### config.mk
export PLATFORM = sky130hd
export DESIGN_NAME = hsvha_adj
export DESIGN_NICKNAME = d
export VERILOG_FILES = /design/src/hw/rtl/hsvha_pkg.sv /design/src/hw/rtl/hsvha_adj.sv
export SDC_FILE = /design/constraint.sdc
export NUM_CORES = 1
export LEC_CHECK = 0
export BUFFER_PORTS_ARGS = -buffer_cell sky130_fd_sc_hd__buf_2
export CORE_ASPECT_RATIO = 1.1
export CORE_UTILIZATION = 25
export DETAILED_ROUTE_END_ITERATION = 6
export PLACE_DENSITY_LB_ADDON = 0.25
export SLEW_MARGIN = 25
export SYNTH_ARGS = -nofsm -noshare
export SYNTH_HDL_FRONTEND = slang
export SYNTH_SLANG_ARGS = --single-unit
### constraint.sdc
create_clock -name clk -period 18.5 [get_ports clk]
set_input_delay 3.7 -clock clk [delete_from_list [all_inputs] [get_ports clk]]
set_output_delay 3.7 -clock clk [all_outputs]
set_load 0.005 [all_outputs]
### src/hw/rtl/hsvha_pkg.sv
// Shared types and constants of the HSV hue and saturation adjuster.
`timescale 1ns / 1ps
`default_nettype none
package hsvha_pkg;

  localparam int unsigned HueSixth = 3840;
  localparam int unsigned HueFull  = 23040;
  localparam int unsigned SatOne   = 65536;
  localparam int unsigned RcpShift = 24;
  localparam int unsigned Div15Mul = 286331153;

  localparam logic [1:0] CFG_ADJUST_MODE = 2'd0;
  localparam logic [1:0] CFG_SAT_GAIN    = 2'd1;
  localparam logic [1:0] CFG_HUE_SHIFT   = 2'd2;

  localparam logic [15:0] SAT_GAIN_RESET = 16'd4096;

  typedef struct packed {
    logic [7:0] red_in;
    logic [7:0] green_in;
    logic [7:0] blue_in;
  } pix_in_t;

  typedef struct packed {
    logic [7:0] red_out;
    logic [7:0] green_out;
    logic [7:0] blue_out;
  } pix_out_t;

  typedef struct packed {
    logic [7:0]  mx;
    logic [16:0] sat;
    logic [14:0] hue;
  } hsv_t;

  typedef struct packed {
    logic        mode;
    logic [15:0] gain;
    logic [9:0]  shift;
  } cfg_t;

endpackage
`default_nettype wire

### src/hw/rtl/hsvha_adj.sv
// Saturation gain or hue rotation stage.
`timescale 1ns / 1ps
`default_nettype none
module hsvha_adj import hsvha_pkg::*; (
  input  wire logic clk,
  input  wire logic rst_n,
  input  wire cfg_t cfg_i,
  input  wire logic vld_i,
  output logic      rdy_o,
  input  wire hsv_t hsv_i,
  output logic      vld_o,
  input  wire logic rdy_i,
  output hsv_t      hsv_o
);

  logic        v_r, en;
  logic [32:0] prod;
  logic [20:0] scaled;
  logic [17:0] rot;
  logic [16:0] rotu;
  hsv_t        hsv_nxt;

  assign en    = !v_r || rdy_i;
  assign rdy_o = en;
  assign vld_o = v_r;

  always_comb begin
    hsv_nxt = hsv_i;
    prod    = hsv_i.sat * cfg_i.gain;
    scaled  = prod[32:12];
    rot     = {3'b0, hsv_i.hue} + {{2{cfg_i.shift[9]}}, cfg_i.shift, 6'b0} + 18'd46080;
    rotu    = rot[16:0];
    if (!cfg_i.mode) begin
      hsv_nxt.sat = (scaled > 21'(SatOne)) ? 17'(SatOne) : scaled[16:0];
    end else begin
      priority if (rotu >= 17'(4 * HueFull)) hsv_nxt.hue = 15'(rotu - 17'(4 * HueFull));
      else if (rotu >= 17'(3 * HueFull)) hsv_nxt.hue = 15'(rotu - 17'(3 * HueFull));
      else if (rotu >= 17'(2 * HueFull)) hsv_nxt.hue = 15'(rotu - 17'(2 * HueFull));
      else if (rotu >= 17'(HueFull)) hsv_nxt.hue = 15'(rotu - 17'(HueFull));
      else hsv_nxt.hue = rotu[14:0];
    end
  end

  always_ff @(posedge clk) begin
    if (!rst_n) v_r <= 1'b0;
    else if (en) v_r <= vld_i;
  end

  always_ff @(posedge clk) begin
    if (en) hsv_o <= hsv_nxt;
  end

endmodule
`default_nettype wire

Word level (Yosys, flattened, before mapping)
Cells that the tools add are included.
Operators by class
  add/subtract/negate cells: 6
  multiply operators: 1
  magnitude comparators: 5
  multiplexer cells: 7
  reductions and logical operators: 2
Operator list (count)
  $mux W15: 5
  $ge A17 B17 Y1 const B: 2
  $mux W17: 2
  $mul A17 B16 Y33: 1
  $sub A15 B15 Y15 const B: 2
  $gt A21 B17 Y1 const B: 1
  $add A16 B16 Y17: 1
  $add A17 B17 Y17 const B: 1
  $ge A17 B15 Y1 const B: 1
  $ge A17 B16 Y1 const B: 1
  $sub A15 B12 Y15 const B: 1
  $sub A15 B14 Y15 const B: 1
  $logic_not A1 Y1: 1
  $logic_or A1 B1 Y1: 1
Word-level totals
  flip-flop bits (word level): 41
  input port bits: 71
  output and inout bits: 42
  logic and storage cells: 25

Logic depth before layout (Yosys ltp)
  depth in word-level cells: 8
  mapped depth: 26
  gate-level depth less buffers: 23

Worst setup path before layout
OpenSTA, ideal clock, no wires.
  path kind: input to register
  start: in cfg_i[19] (netlist bit)
  end: reg hsv_o[23] (netlist bit), data pin
  library setup time: 0.256 ns
  arrival: 9.767 ns
  path slack: 8.477 ns
  cell stages on the path: 26
  buffers on the path: 4
  cell sequence: clkbuf_1 -> clkbuf_1 -> nand2_1 -> fa_1 -> inv_1 -> fa_1 -> inv_1 -> fa_1 -> inv_1 -> fa_1 -> fa_1 -> inv_1 -> fa_1 -> inv_1 -> ha_1 -> buf_2 -> nand2_1 -> o21a_1 -> a211o_1 -> a21oi_2 -> a31oi_1 -> o21bai_1 -> xor2_1 -> nor2_1 -> buf_2 -> a22o_1
RTL lines
  start, declared: RTL line hsvha_adj.sv:7  | input wire cfg_t cfg_i,
  end signal, assigned: RTL line hsvha_adj.sv:50  | if (en) hsv_o <= hsv_nxt;
  end, declared: RTL line hsvha_adj.sv:13  | output hsv_t hsv_o

==> results.md <==
- Post-CTS Setup Inserts: 0
- Most frequent cells in the layout: inv_1, fa_1, nand2_1, ha_1, and2_1
- Ranking of synthesized cells by area: fa_1, ha_1, edfxtp_1
- Global-route wire length before repair: ~53,000 um
- Cell count after synthesis: around 1,300
- FFs w/ async S/R, synth: 0%
- Initial Util: between 20% and 30%
- Total Routing Usage GR: approximately 14%
- Grt met2 use: between 20% and 30%
- Critical path start-end classification: in -> reg
- CTS HTree Levels: 2
- Die area: approximately 0.048 mm^2
- Grt peak-use layer: met2
- Setup violators final: 0
- Post-CTS sizing: 0
- Most used cell, CP: fa_1
- Total number of vias: 8,969
- Cts hold-fix bufs: 0
- Number of DRC markers in iteration 0: 330
- Largest net degree at the start of global routing: 43
- DPL Wire Length: roughly 26,000 um
- Syn Area/Cell: a little over 9 um^2
- Max incr delay on CP: approximately 560 ps
- Placed cells: 1,935
- Vias in the first global route: between 9,000 and 10,000
- Ys Warns: 0
- CP max FO: 17
- Main synth FF type: edfxtp_1
- Tcrit/Tclk final: approximately 57%
- Worst hold start: vld_o$_SDFFE_PN0P_
- Core area: about 0.046 mm^2
- Die width: ~210 um
- Worst-case clock buffer depth: 2
- Fin cells: approximately 2,000
- Worst-path clk slew: 70 ps
- Ports: approximately 110
- DR pass1 iterations: 5
- Final Instance Area: roughly 0.013 mm^2
- Grt met1 use: ~18%
- Syn_nets: approximately 1,700
- Worst EP arrival: 10,520 ps
- RSZ-0062 raised after global routing: no
- Worst slew pin tran: between 700 and 800 ps
- CP top delay family: adder cells
- Post-route setup slack: about 8000 ps
- Crit path cell chain: buf_2, nand2_1, fa_1, inv_1, fa_1, fa_1, fa_1, fa_1, inv_1, fa_1, inv_1, ha_1, a21oi_1, o21ai_0, a211oi_1, nand3_1, a31oi_1, o21bai_1, xor2_1, nor2_1, a32o_1
- Fin. max-slew vios: 0
- CP Buf/Inv Count: 4
- Root Buffer: clkbuf_16
- Commonest non-fill, non-tap cell in the layout: inv_1
- Gpl congestion: approximately 0.84
- Critical path origin: hsv_i[21]
- Number of CTS-inserted buffers: 5
- Synth Register Bits: 41
- Fin nets: between 1,500 and 2,000
- WP data required: roughly 19,000 ps
- FP Rows: between 80 and 90
- Buffers on Ports: ~110
- Grt total ovfl: 0
- Mean number of vias per cell: 4.61
- Post-DP Area: around 0.013 mm^2
- Number of flops mapped to enable cells by yosys: 40
- Pre-CTS setup slack: 7680 ps
- CP max stage cell: fa_1
- R2R Path Start: vld_o$_SDFFE_PN0P_
- Hold Crit Class: reg -> reg
- Clock Latency Late Sink: about 290 ps
- Final ANT Viol Nets: 0
- Slew HR: 49.7%
- Critical Path Source Type: input pin
- Layout cell share with drive strength beyond 1: approximately a tenth
- GRT met3 Usage: around 1.4%
- Hold Vio Cnt, Final: 0
- Max Cap Viol: 0
- Post-Route WL: between 30,000 and 40,000 um
- Area leader, netlist: fa_1
- Sequential area share after synthesis: between 10% and 20%
- CTS Sinks: between 40 and 50
- Fmax achieved: ~95 MHz
- Setup total negative slack: 0 ps
- Layout area overhead: 10.9%
- Mapped Area: approximately 0.012 mm^2
- Synth unique cells: 67
- Die height: 229 um
- Initial antenna violation count: 1
- Post-synth top area share: between 30 and 40%
- Mean routed wirelength per cell: around 17 um
- Critical path endpoint category: register
- CTS tree: done
- Worst Skew: roughly 7.2 ps
- Status: completed
- Final min period: around 10,000 ps
- Post-route DRC: 0
-- area by class of cell --
| class | instances | area [um^2] |
|---|---|---|
| well taps | 588 | 736 |
| flip-flops and latches | 41 | 1220 |
| clock inverters | 3 | 43.8 |
| fillers | 4909 | 32900 |
| inverters | 262 | 983 |
| clock buffers | 5 | 125 |
| multi-input cells | 930 | 9270 |
| diodes | 2 | 5.00 |
| repair buffers | 114 | 576 |
-- through the flow --
step	hold WS (ps)	util (%)
finish	917	28.2
global route	981	28.2
CTS	957	28.2
detailed placement	941	27.9
global placement	934	27.9
floorplan	1460	-
-- final timing paths --
check | endpoint | slack [ps] | cells past startpoint
setup reg to reg | hsv_o[26]$_DFFE_PP_ | 17240 | 2
hold reg to reg | hsv_o[38]$_DFFE_PP_ | 920 | 2
hold / removal | hsv_o[38]$_DFFE_PP_ | 920 | 2
setup / recovery | hsv_o[26]$_DFFE_PP_ | 8020 | 21
-- synthesized netlist by cell type, types with 8 or more instances --
library cell    n
nand3_1        10
a21oi_1        40
a22o_1         10
and2_1        129
nand2_1       178
nor2_1         19
fa_1          208
and3_1         10
ha_1          132
a21o_1          8
xnor2_1        16
o21ai_0        27
xor2_1         11
o21a_1          8
o21ai_1        10
clkbuf_1       40
nand4_1         8
edfxtp_1       40
inv_1         262
-- cells by family (layout without fill, tap and decap cells) --
group / after synthesis / count (layout) / share of synthesized area (%)
simple gates: 388 / 388 / 16.5
compound gates: 166 / 166 / 10.1
other cells: 0 / 2 / 0
xor+xnor: 27 / 27 / 2.02
flops: 41 / 41 / 10.5
buf+inv: 310 / 384 / 10.3
mux: 9 / 9 / 0.814
fa+ha+maj: 340 / 340 / 49.8
-- flip-flops by register name, summed over array words and instances (netlist names) --
register and count:
hsv_o 40, vld_o 1
-- metal layers --
| metal | up-vias | share of wire [%] |
|---|---|---|
| met5 | - | 0 |
| met3 | 36 | 3.8 |
| met4 | 0 | 1.6 |
| met1 | 4551 | 43 |
| met2 | 192 | 51 |
| li1 | 4190 | - |
-- tightest hold or removal path, delay by kind of cell (launching register included) --
family / cells / cell delay, ps
buffers and inverters: 1 / 280
flip-flops: 1 / 340
AND/OR/NAND/NOR: 1 / 50
Power is left out: the tool's default activity adds up to more than one toggle a clock period on the data nets, which glitch-free logic cannot reach.
