==> src/hw/rtl/hsvha_pkg.sv <==
// Shared types and constants of the HSV hue and saturation adjuster.
`timescale 1ns / 1ps
`default_nettype none
package hsvha_pkg;

  localparam int unsigned HueSixth = 3840;
  localparam int unsigned HueFull  = 23040;
  localparam int unsigned SatOne   = 65536;
  localparam int unsigned RcpShift = 24;
  localparam int unsigned Div15Mul = 286331153;

  localparam logic [1:0] CFG_ADJUST_MODE = 2'd0;
  localparam logic [1:0] CFG_SAT_GAIN    = 2'd1;
  localparam logic [1:0] CFG_HUE_SHIFT   = 2'd2;

  localparam logic [15:0] SAT_GAIN_RESET = 16'd4096;

  typedef struct packed {
    logic [7:0] red_in;
    logic [7:0] green_in;
    logic [7:0] blue_in;
  } pix_in_t;

  typedef struct packed {
    logic [7:0] red_out;
    logic [7:0] green_out;
    logic [7:0] blue_out;
  } pix_out_t;

  typedef struct packed {
    logic [7:0]  mx;
    logic [16:0] sat;
    logic [14:0] hue;
  } hsv_t;

  typedef struct packed {
    logic        mode;
    logic [15:0] gain;
    logic [9:0]  shift;
  } cfg_t;

endpackage
`default_nettype wire

==> src/hw/rtl/hsvha_back.sv <==
// HSV to RGB conversion pipeline with output register.
`timescale 1ns / 1ps
`default_nettype none
module hsvha_back import hsvha_pkg::*; (
  input  wire logic clk,
  input  wire logic rst_n,
  input  wire logic vld_i,
  output logic      rdy_o,
  input  wire hsv_t hsv_i,
  output logic      vld_o,
  input  wire logic rdy_i,
  output pix_out_t  pix_o
);

  typedef enum logic [2:0] {
    SEC_RY, SEC_YG, SEC_GC, SEC_CB, SEC_BM, SEC_MR
  } sec_t;

  logic b1_v_r, b2_v_r, b3_v_r, b4_v_r;
  logic b1_en, b2_en, b3_en, b4_en;

  assign b4_en = !b4_v_r || rdy_i;
  assign b3_en = !b3_v_r || b4_en;
  assign b2_en = !b2_v_r || b3_en;
  assign b1_en = !b1_v_r || b2_en;
  assign rdy_o = b1_en;
  assign vld_o = b4_v_r;

  always_ff @(posedge clk) begin
    if (!rst_n) begin
      b1_v_r <= 1'b0;
      b2_v_r <= 1'b0;
      b3_v_r <= 1'b0;
      b4_v_r <= 1'b0;
    end else begin
      if (b1_en) b1_v_r <= vld_i;
      if (b2_en) b2_v_r <= b1_v_r;
      if (b3_en) b3_v_r <= b2_v_r;
      if (b4_en) b4_v_r <= b3_v_r;
    end
  end

  // chroma, sector and ramp weight
  logic [23:0] cf_nxt;
  sec_t        sec_nxt;
  logic [14:0] t;
  logic [11:0] hdist, f_nxt;

  always_comb begin
    cf_nxt = 24'(hsv_i.mx * hsv_i.sat);
    priority if (hsv_i.hue >= 15'(5 * HueSixth)) sec_nxt = SEC_MR;
    else if (hsv_i.hue >= 15'(4 * HueSixth)) sec_nxt = SEC_BM;
    else if (hsv_i.hue >= 15'(3 * HueSixth)) sec_nxt = SEC_CB;
    else if (hsv_i.hue >= 15'(2 * HueSixth)) sec_nxt = SEC_GC;
    else if (hsv_i.hue >= 15'(HueSixth)) sec_nxt = SEC_YG;
    else sec_nxt = SEC_RY;
    unique case (sec_nxt)
      SEC_RY, SEC_YG: t = hsv_i.hue;
      SEC_GC, SEC_CB: t = hsv_i.hue - 15'(2 * HueSixth);
      default:        t = hsv_i.hue - 15'(4 * HueSixth);
    endcase
    hdist = (t >= 15'(HueSixth)) ? 12'(t - 15'(HueSixth)) : 12'(15'(HueSixth) - t);
    f_nxt = 12'(HueSixth) - hdist;
  end

  logic [7:0]  b1_mx_r;
  logic [23:0] b1_cf_r, b2_cf_r, b3_cf_r;
  logic [11:0] b1_f_r;
  sec_t        b1_sec_r, b2_sec_r, b3_sec_r;
  logic [27:0] b2_v_nxt, b2_val_r, b3_val_r;
  logic [23:0] b2_mf_nxt, b2_mf_r, b3_mf_r;
  logic [35:0] ramp;
  logic [56:0] pm;
  logic [24:0] b3_q_r;

  always_comb begin
    ramp      = b1_cf_r * b1_f_r;
    b2_v_nxt  = ramp[35:8];
    b2_mf_nxt = {b1_mx_r, 16'b0} - b1_cf_r;
    pm        = b2_val_r * 29'(Div15Mul);
  end

  // finish divide by fifteen and pick channels
  logic [27:0] rr;
  logic [23:0] xf;
  logic [23:0] ch0, ch1, ch2;
  logic [24:0] s0, s1, s2;
  pix_out_t    pix_nxt;

  always_comb begin
    rr = b3_val_r - 28'({b3_q_r, 4'b0} - {4'b0, b3_q_r});
    xf = (rr >= 28'd15) ? 24'(b3_q_r + 25'd1) : b3_q_r[23:0];
    unique case (b3_sec_r)
      SEC_RY:  begin ch0 = b3_cf_r; ch1 = xf;      ch2 = 24'd0;   end
      SEC_YG:  begin ch0 = xf;      ch1 = b3_cf_r; ch2 = 24'd0;   end
      SEC_GC:  begin ch0 = 24'd0;   ch1 = b3_cf_r; ch2 = xf;      end
      SEC_CB:  begin ch0 = 24'd0;   ch1 = xf;      ch2 = b3_cf_r; end
      SEC_BM:  begin ch0 = xf;      ch1 = 24'd0;   ch2 = b3_cf_r; end
      default: begin ch0 = b3_cf_r; ch1 = 24'd0;   ch2 = xf;      end
    endcase
    s0 = {1'b0, ch0} + {1'b0, b3_mf_r};
    s1 = {1'b0, ch1} + {1'b0, b3_mf_r};
    s2 = {1'b0, ch2} + {1'b0, b3_mf_r};
    pix_nxt.red_out   = s0[23:16];
    pix_nxt.green_out = s1[23:16];
    pix_nxt.blue_out  = s2[23:16];
  end

  always_ff @(posedge clk) begin
    if (b1_en) begin
      b1_mx_r  <= hsv_i.mx;
      b1_cf_r  <= cf_nxt;
      b1_f_r   <= f_nxt;
      b1_sec_r <= sec_nxt;
    end
    if (b2_en) begin
      b2_val_r <= b2_v_nxt;
      b2_mf_r  <= b2_mf_nxt;
      b2_cf_r  <= b1_cf_r;
      b2_sec_r <= b1_sec_r;
    end
    if (b3_en) begin
      b3_q_r   <= pm[56:32];
      b3_val_r <= b2_val_r;
      b3_mf_r  <= b2_mf_r;
      b3_cf_r  <= b2_cf_r;
      b3_sec_r <= b2_sec_r;
    end
    if (b4_en) pix_o <= pix_nxt;
  end

endmodule
`default_nettype wire

==> config.mk <==
export PLATFORM = sky130hd
export DESIGN_NAME = hsvha_back
export DESIGN_NICKNAME = d
export VERILOG_FILES = /design/src/hw/rtl/hsvha_pkg.sv /design/src/hw/rtl/hsvha_back.sv
export SDC_FILE = /design/constraint.sdc
export NUM_CORES = 2
export LEC_CHECK = 0
export ABC_AREA = 1
export BUFFER_PORTS_ARGS = -buffer_cell sky130_fd_sc_hd__clkbuf_2
export CAP_MARGIN = 20
export CORE_MARGIN = 3
export CORE_UTILIZATION = 58
export DETAILED_ROUTE_END_ITERATION = 8
export GPL_TIMING_DRIVEN = 0
export PLACE_DENSITY = 0.79
export SYNTH_ARGS = -nofsm -noshare
export SYNTH_HDL_FRONTEND = slang
export SYNTH_SLANG_ARGS = --single-unit
==> constraint.sdc <==
create_clock -name clk -period 6.8 [get_ports clk]
set_input_delay 0.34 -clock clk [delete_from_list [all_inputs] [get_ports clk]]
set_output_delay 0.34 -clock clk [all_outputs]
set_load 0.05 [all_outputs]
# Word-level counts from Yosys, hierarchy flattened
# Index checks and enable logic that the tools add are counted.
[op_classes]
order_cmp = 7
n_eq_ne = 7
n_reduce_logical = 18
multipliers = 3
addsub = 12
muxes = 11
[op_table]
columns = ["operator", "count"]
rows = [
  ["$pmux W24 S2", 3],
  ["$add A24 B24 Y24", 3],
  ["$mul A28 B29 Y57 const B", 1],
  ["$mul A24 B12 Y36", 1],
  ["$ge A15 B12 Y1 const B", 2],
  ["$ge A15 B14 Y1 const B", 2],
  ["$pmux W15 S2", 1],
  ["$ge A28 B4 Y1 const B", 1],
  ["$sub A28 B25 Y28", 1],
  ["$sub A28 B28 Y28", 1],
  ["$add A24 B1 Y24 const B", 1],
  ["$mul A8 B17 Y24", 1],
  ["$mux W24", 1],
  ["$sub A12 B12 Y12 const A", 2],
  ["$sub A24 B24 Y24", 1],
  ["$reduce_or A2 Y1", 8],
  ["$ge A15 B13 Y1 const B", 1],
  ["$ge A15 B15 Y1 const B", 1],
  ["$sub A15 B13 Y15 const B", 1],
  ["$sub A15 B14 Y15 const B", 1],
  ["$eq A3 B2 Y1 const B", 4],
  ["$mux W12", 1],
  ["$sub A12 B12 Y12 const B", 1],
  ["$eq A3 B1 Y1 const B", 2],
  ["other kinds (7)", 16],
]
[word_totals]
register_bits = 258

# Depth between registers and ports, before layout
[depth]
depth_word = 12
ltp_mapped = 38

# Worst setup path after synthesis
# No wires, ideal clock.
[synth_timing]
kind = "register -> register"
start = "register b4_v_r (netlist: vld_o)"
end = "register b2_cf_r[0], enable pin"
path_buffers = 0
setup_time_ns = 0.432
path_slack_ns = 1.262
stages_incl_launch_ff = 8
t_required_ns = 6.368
t_arrival_ns = 5.106
cell_sequence = "dfxtp_1 inv_1 nor2_1 inv_1 nor2_1 inv_1 nor2_1 inv_1"
[synth_via]
elab_chain_cells = 4
[synth_rtl]
columns = ["item", "line_no", "rtl"]
rows = [
  ["start, declared", "hsvha_back.sv:19", "logic b1_v_r, b2_v_r, b3_v_r, b4_v_r;"],
  ["start signal, assigned", "hsvha_back.sv:39", "if (b4_en) b4_v_r <= b3_v_r;"],
  ["$logic_not A1 Y1", "hsvha_back.sv:22", "assign b4_en = !b4_v_r || rdy_i;"],
  ["$logic_or A1 B1 Y1", "hsvha_back.sv:22", ""],
  ["via b4_en", "hsvha_back.sv:20", "logic b1_en, b2_en, b3_en, b4_en;"],
  ["$logic_or A1 B1 Y1", "hsvha_back.sv:23", "assign b3_en = !b3_v_r || b4_en;"],
  ["via b3_en", "hsvha_back.sv:20", ""],
  ["$logic_or A1 B1 Y1", "hsvha_back.sv:24", "assign b2_en = !b2_v_r || b3_en;"],
  ["via b2_en", "hsvha_back.sv:20", ""],
  ["end signal, assigned", "hsvha_back.sv:119", "b2_cf_r <= b1_cf_r;"],
  ["end, declared", "hsvha_back.sv:67", "logic [23:0] b1_cf_r, b2_cf_r, b3_cf_r;"],
]
# The timed path passes the listed nets, and every way through them passes these cells.
# A chain may end at the register's enable or synchronous reset.

# Worst setup path in the final report
[layout_timing]
start = "register b1_f_r[5]"
end = "register b2_val_r[26] (data pin)"
[layout_via]
elab_chain_cells = 1
[layout_rtl]
columns = ["item", "line_no", "rtl"]
rows = [
  ["start, declared", "hsvha_back.sv:68", "logic [11:0] b1_f_r;"],
  ["start signal, assigned", "hsvha_back.sv:113", "b1_f_r <= f_nxt;"],
  ["$mul A24 B12 Y36", "hsvha_back.sv:77", "ramp = b1_cf_r * b1_f_r;"],
  ["via ramp[34]", "hsvha_back.sv:72", "logic [35:0] ramp;"],
  ["end signal, assigned", "hsvha_back.sv:117", "b2_val_r <= b2_v_nxt;"],
  ["end, declared", "hsvha_back.sv:70", "logic [27:0] b2_v_nxt, b2_val_r, b3_val_r;"],
]
# The timed path passes the listed nets, and every way through them passes these cells.

==> metrics.csv <==
metric,value,unit
clock_skew,0.0550,ns
start_util,0.594,
cts_root_buf,clkbuf_16,
grt_first_pass_wirelength,151000,um
post_cts_buffers,0,
crit_path_end,b2_val_r[26]$_DFFE_PP_,
worst_pin_slew,0.992,ns
diodes,0,
io_buffers,51,
final_cell_mix,"nand2_1, inv_1, fa_1, ha_1, edfxtp_1",
areaGrowthSynthToFinish,6.80,%
rsz0062_at_grt,false,
yosysSeqAreaShare,0.216,
core_area,0.0597,mm^2
ys_seq_elements,256,
setup_viol,0,
fillers,5059,
cts_tree,done,
synth_edf_count,252,
synthesis.area,0.0355,mm^2
synthAdderAreaFrac,0.368,
synthSimpleGateAreaFrac,0.181,
synth-async-reset-ratio,0,
max-cap-violations,0,
cp.arrival,6.73,ns
fin_cells,5225,
grt-ovfl-total,0,
critPathMaxStageDelay,0.61,ns
r2r_start,b1_f_r[5]$_DFFE_PP_,
seqCellArea,0.00765,mm^2
drtAntennaViolNets,0,
required,7.11,ns
antenna_found_initial,0,
status,"complete, no violations",
wl_per_cell,18.0,um
slew_violations,0,
cp_cell_sequence,"clkbuf_1, nand2_1, fa_1, fa_1, inv_1, fa_1, inv_1, fa_1, inv_1, fa_1, ha_1, nand2_1, nor2_1, nand2_1, o21ai_0, a21oi_1, o21ai_0, a21oi_1, o21ai_0, xor2_1",
track_usage,0.299,
startpoint,b1_f_r[5]$_DFFE_PP_,
ff2ff_path_depth,20,
fmax,156,MHz
cts_buffer_depth,3,
drive_gt1_frac,0.0350,
synth_compound_area_frac,0.0816,
worstPathBufferInverterCount,4,
r2r_slack,0.38,ns
die-width,253,um
std_cell_rows,89,
grt_max_degree,79,
ios,70,
wl_met2,43300,um
cp_common_cell,fa_1,
synth_top_family_by_area,adder cells,
slowest_stage,clkbuf_1,
first_pass_iters,6,
path_max_fanout,10,
start_kind,register,
synth_area_per_cell,8.18,um^2
placed_cells_incl_taps,5163,
wl_met1,38300,um
globalplace.congestion,1.03,
cts.sinks,256,
maxSlewHeadroom,0.338,
r2r-end,b2_val_r[26]$_DFFE_PP_,
fin_crit,6.42,ns
synth_xor_area_frac,0.0410,
dieHeight,253,um
h-tree-depth,1,
end_kind,register,
wl_met3,7980,um
vias,29000,
synth_cell_type_count,60,
ys_warn_count,0,
critical-path-top-delay-family,adder cells,
cp.depth,20,
die_area,0.0641,mm^2
hold_depth,3,
ys.flop_type,edfxtp_1,
syn_nets,5175,
drc_errors,0,
synth_cells,4336,
hold_class,input port to register,
dr.first_iter.drc_count,2091,
fin_crit_sh,0.944,
cts.reportedPaths.clkPinSlew,0.07,ns
finalHoldViolCount,0,
grt_pass1_vias,28800,
wl,94200,um
layout_commonest_cell,nand2_1,
hpwl,78600,um
fin_nets,5269,
cts-buffers-inserted,28,
top_layer,met4,
multi_input_area,0.0238,mm^2
synth.area.mux_share,0,
clkLatencyLatePin,0.61,ns
crit_type,register to register,
viasPerCell,5.55,
## cells in the mapped netlist (4+ instances only)
cell | instances | share of area
a211oi_1 | 8 | 0.0017
a21boi_0 | 5 | 0.0011
a21o_1 | 10 | 0.0021
a21oi_1 | 207 | 0.029
a221oi_1 | 6 | 0.0015
a311oi_1 | 6 | 0.0015
a31oi_1 | 14 | 0.0025
and2_1 | 6 | 0.0011
clkbuf_1 | 94 | 0.010
dfxtp_1 | 4 | 0.0023
edfxtp_1 | 252 | 0.21
fa_1 | 413 | 0.23
ha_1 | 382 | 0.13
inv_1 | 951 | 0.10
inv_2 | 6 | 0.00064
nand2_1 | 1051 | 0.11
nand2_2 | 6 | 0.0011
nand2_4 | 4 | 0.0013
nand3_1 | 134 | 0.019
nand3_2 | 4 | 0.0011
nand3b_1 | 5 | 0.0011
nand4_1 | 37 | 0.0065
nor2_1 | 228 | 0.024
nor2_2 | 5 | 0.00088
nor3_1 | 39 | 0.0055
nor4_1 | 23 | 0.0041
o211ai_1 | 9 | 0.0019
o21a_1 | 14 | 0.0030
o21ai_0 | 154 | 0.022
o21ai_1 | 8 | 0.0011
o21ai_2 | 9 | 0.0022
o21bai_1 | 13 | 0.0028
o221ai_1 | 4 | 0.00099
o22ai_1 | 24 | 0.0042
o31ai_1 | 5 | 0.0011
xnor2_1 | 38 | 0.0094
xor2_1 | 123 | 0.030
## how the worst min path moves through the flow
stage	from	end	slack, ns
after floorplan	b1_sec_r[0]$_DFFE_PP_	b2_sec_r[0]$_DFFE_PP_	0.40
after global placement	b2_cf_r[14]$_DFFE_PP_	b3_cf_r[14]$_DFFE_PP_	0.40
after detailed placement	b2_sec_r[2]$_DFFE_PP_	b3_sec_r[2]$_DFFE_PP_	0.40
after CTS	hsv_i[14]	b1_sec_r[0]$_DFFE_PP_	0.20
after global routing	hsv_i[14]	b1_sec_r[0]$_DFFE_PP_	0.24
final	hsv_i[14]	b1_sec_r[0]$_DFFE_PP_	0.23
## flip-flops by register name (all words and copies together), names as in the netlist, 8 cells and up
register,cells
b1_mx_r,8
b3_q_r,25
b2_cf_r,24
b2_mf_r,23
b3_mf_r,23
pix_o,24
b1_f_r,12
b3_val_r,28
b2_val_r,28
b1_cf_r,24
b3_cf_r,24
## worst register-to-register path: stages, from the launching register on
cell and delay (ns):
edfxtp_1 0.57, clkbuf_1 0.61, nand2_1 0.20, fa_1 0.51, fa_1 0.51, inv_1 0.05, fa_1 0.54, inv_1 0.05
fa_1 0.48, inv_1 0.05, fa_1 0.44, ha_1 0.39, nand2_1 0.10, nor2_1 0.10, nand2_1 0.05, o21ai_0 0.44
a21oi_1 0.23, o21ai_0 0.32, a21oi_1 0.17, o21ai_0 0.23, xor2_1 0.09
## per-layer routing
metal / track usage / vias up
met3: 0.0502 / 235
met5: 0 / -
li1: - / 13800
met1: 0.396 / 13700
met2: 0.493 / 1214
met4: 0.121 / 0
## stage by stage
stage / setup slack, ns / TNS (ns) / hold slack, ns / util / cell area (um^2)
final: 0.378 / 0 / 0.233 / 0.634 / 37900
after global routing: 0.0219 / 0 / 0.239 / 0.634 / 37900
after CTS: 0.339 / 0 / 0.195 / 0.634 / 37900
after detailed placement: 0.358 / 0 / 0.405 / 0.616 / 36800
after global placement: -0.108 / -7.40 / 0.401 / 0.614 / 36700
after floorplan: 1.26 / 0 / 0.400 / - / 35500
## kinds of logic after synthesis
logic type | count (synthesis)
and+or+nand+nor | 1555
buffers and inverters | 1060
adders and majority gates | 795
AOI/OAI and AO/OA | 507
DFF | 256
xor gates and xnor gates | 163
## repair_timing
item / in CTS / in global routing
endpoints found under the hold margin: 12 / 0
endpoints found under the setup margin: 0 / 8
resized for setup: 0 / 7
hold buffers: 11 / 0
## area by class of cell
type / instances / area share
timing repair buffer: 65 / 0.0116
buffer: 100 / 0.0106
inverter: 959 / 0.0954
sequential: 256 / 0.202
clock inverter: 17 / 0.00668
multi-input combinational: 3020 / 0.629
clock buffer: 35 / 0.0195
tap: 773 / 0.0255
Power is left out: the tool's default activity adds up to more than one toggle a clock period on the data nets, which glitch-free logic cannot reach.
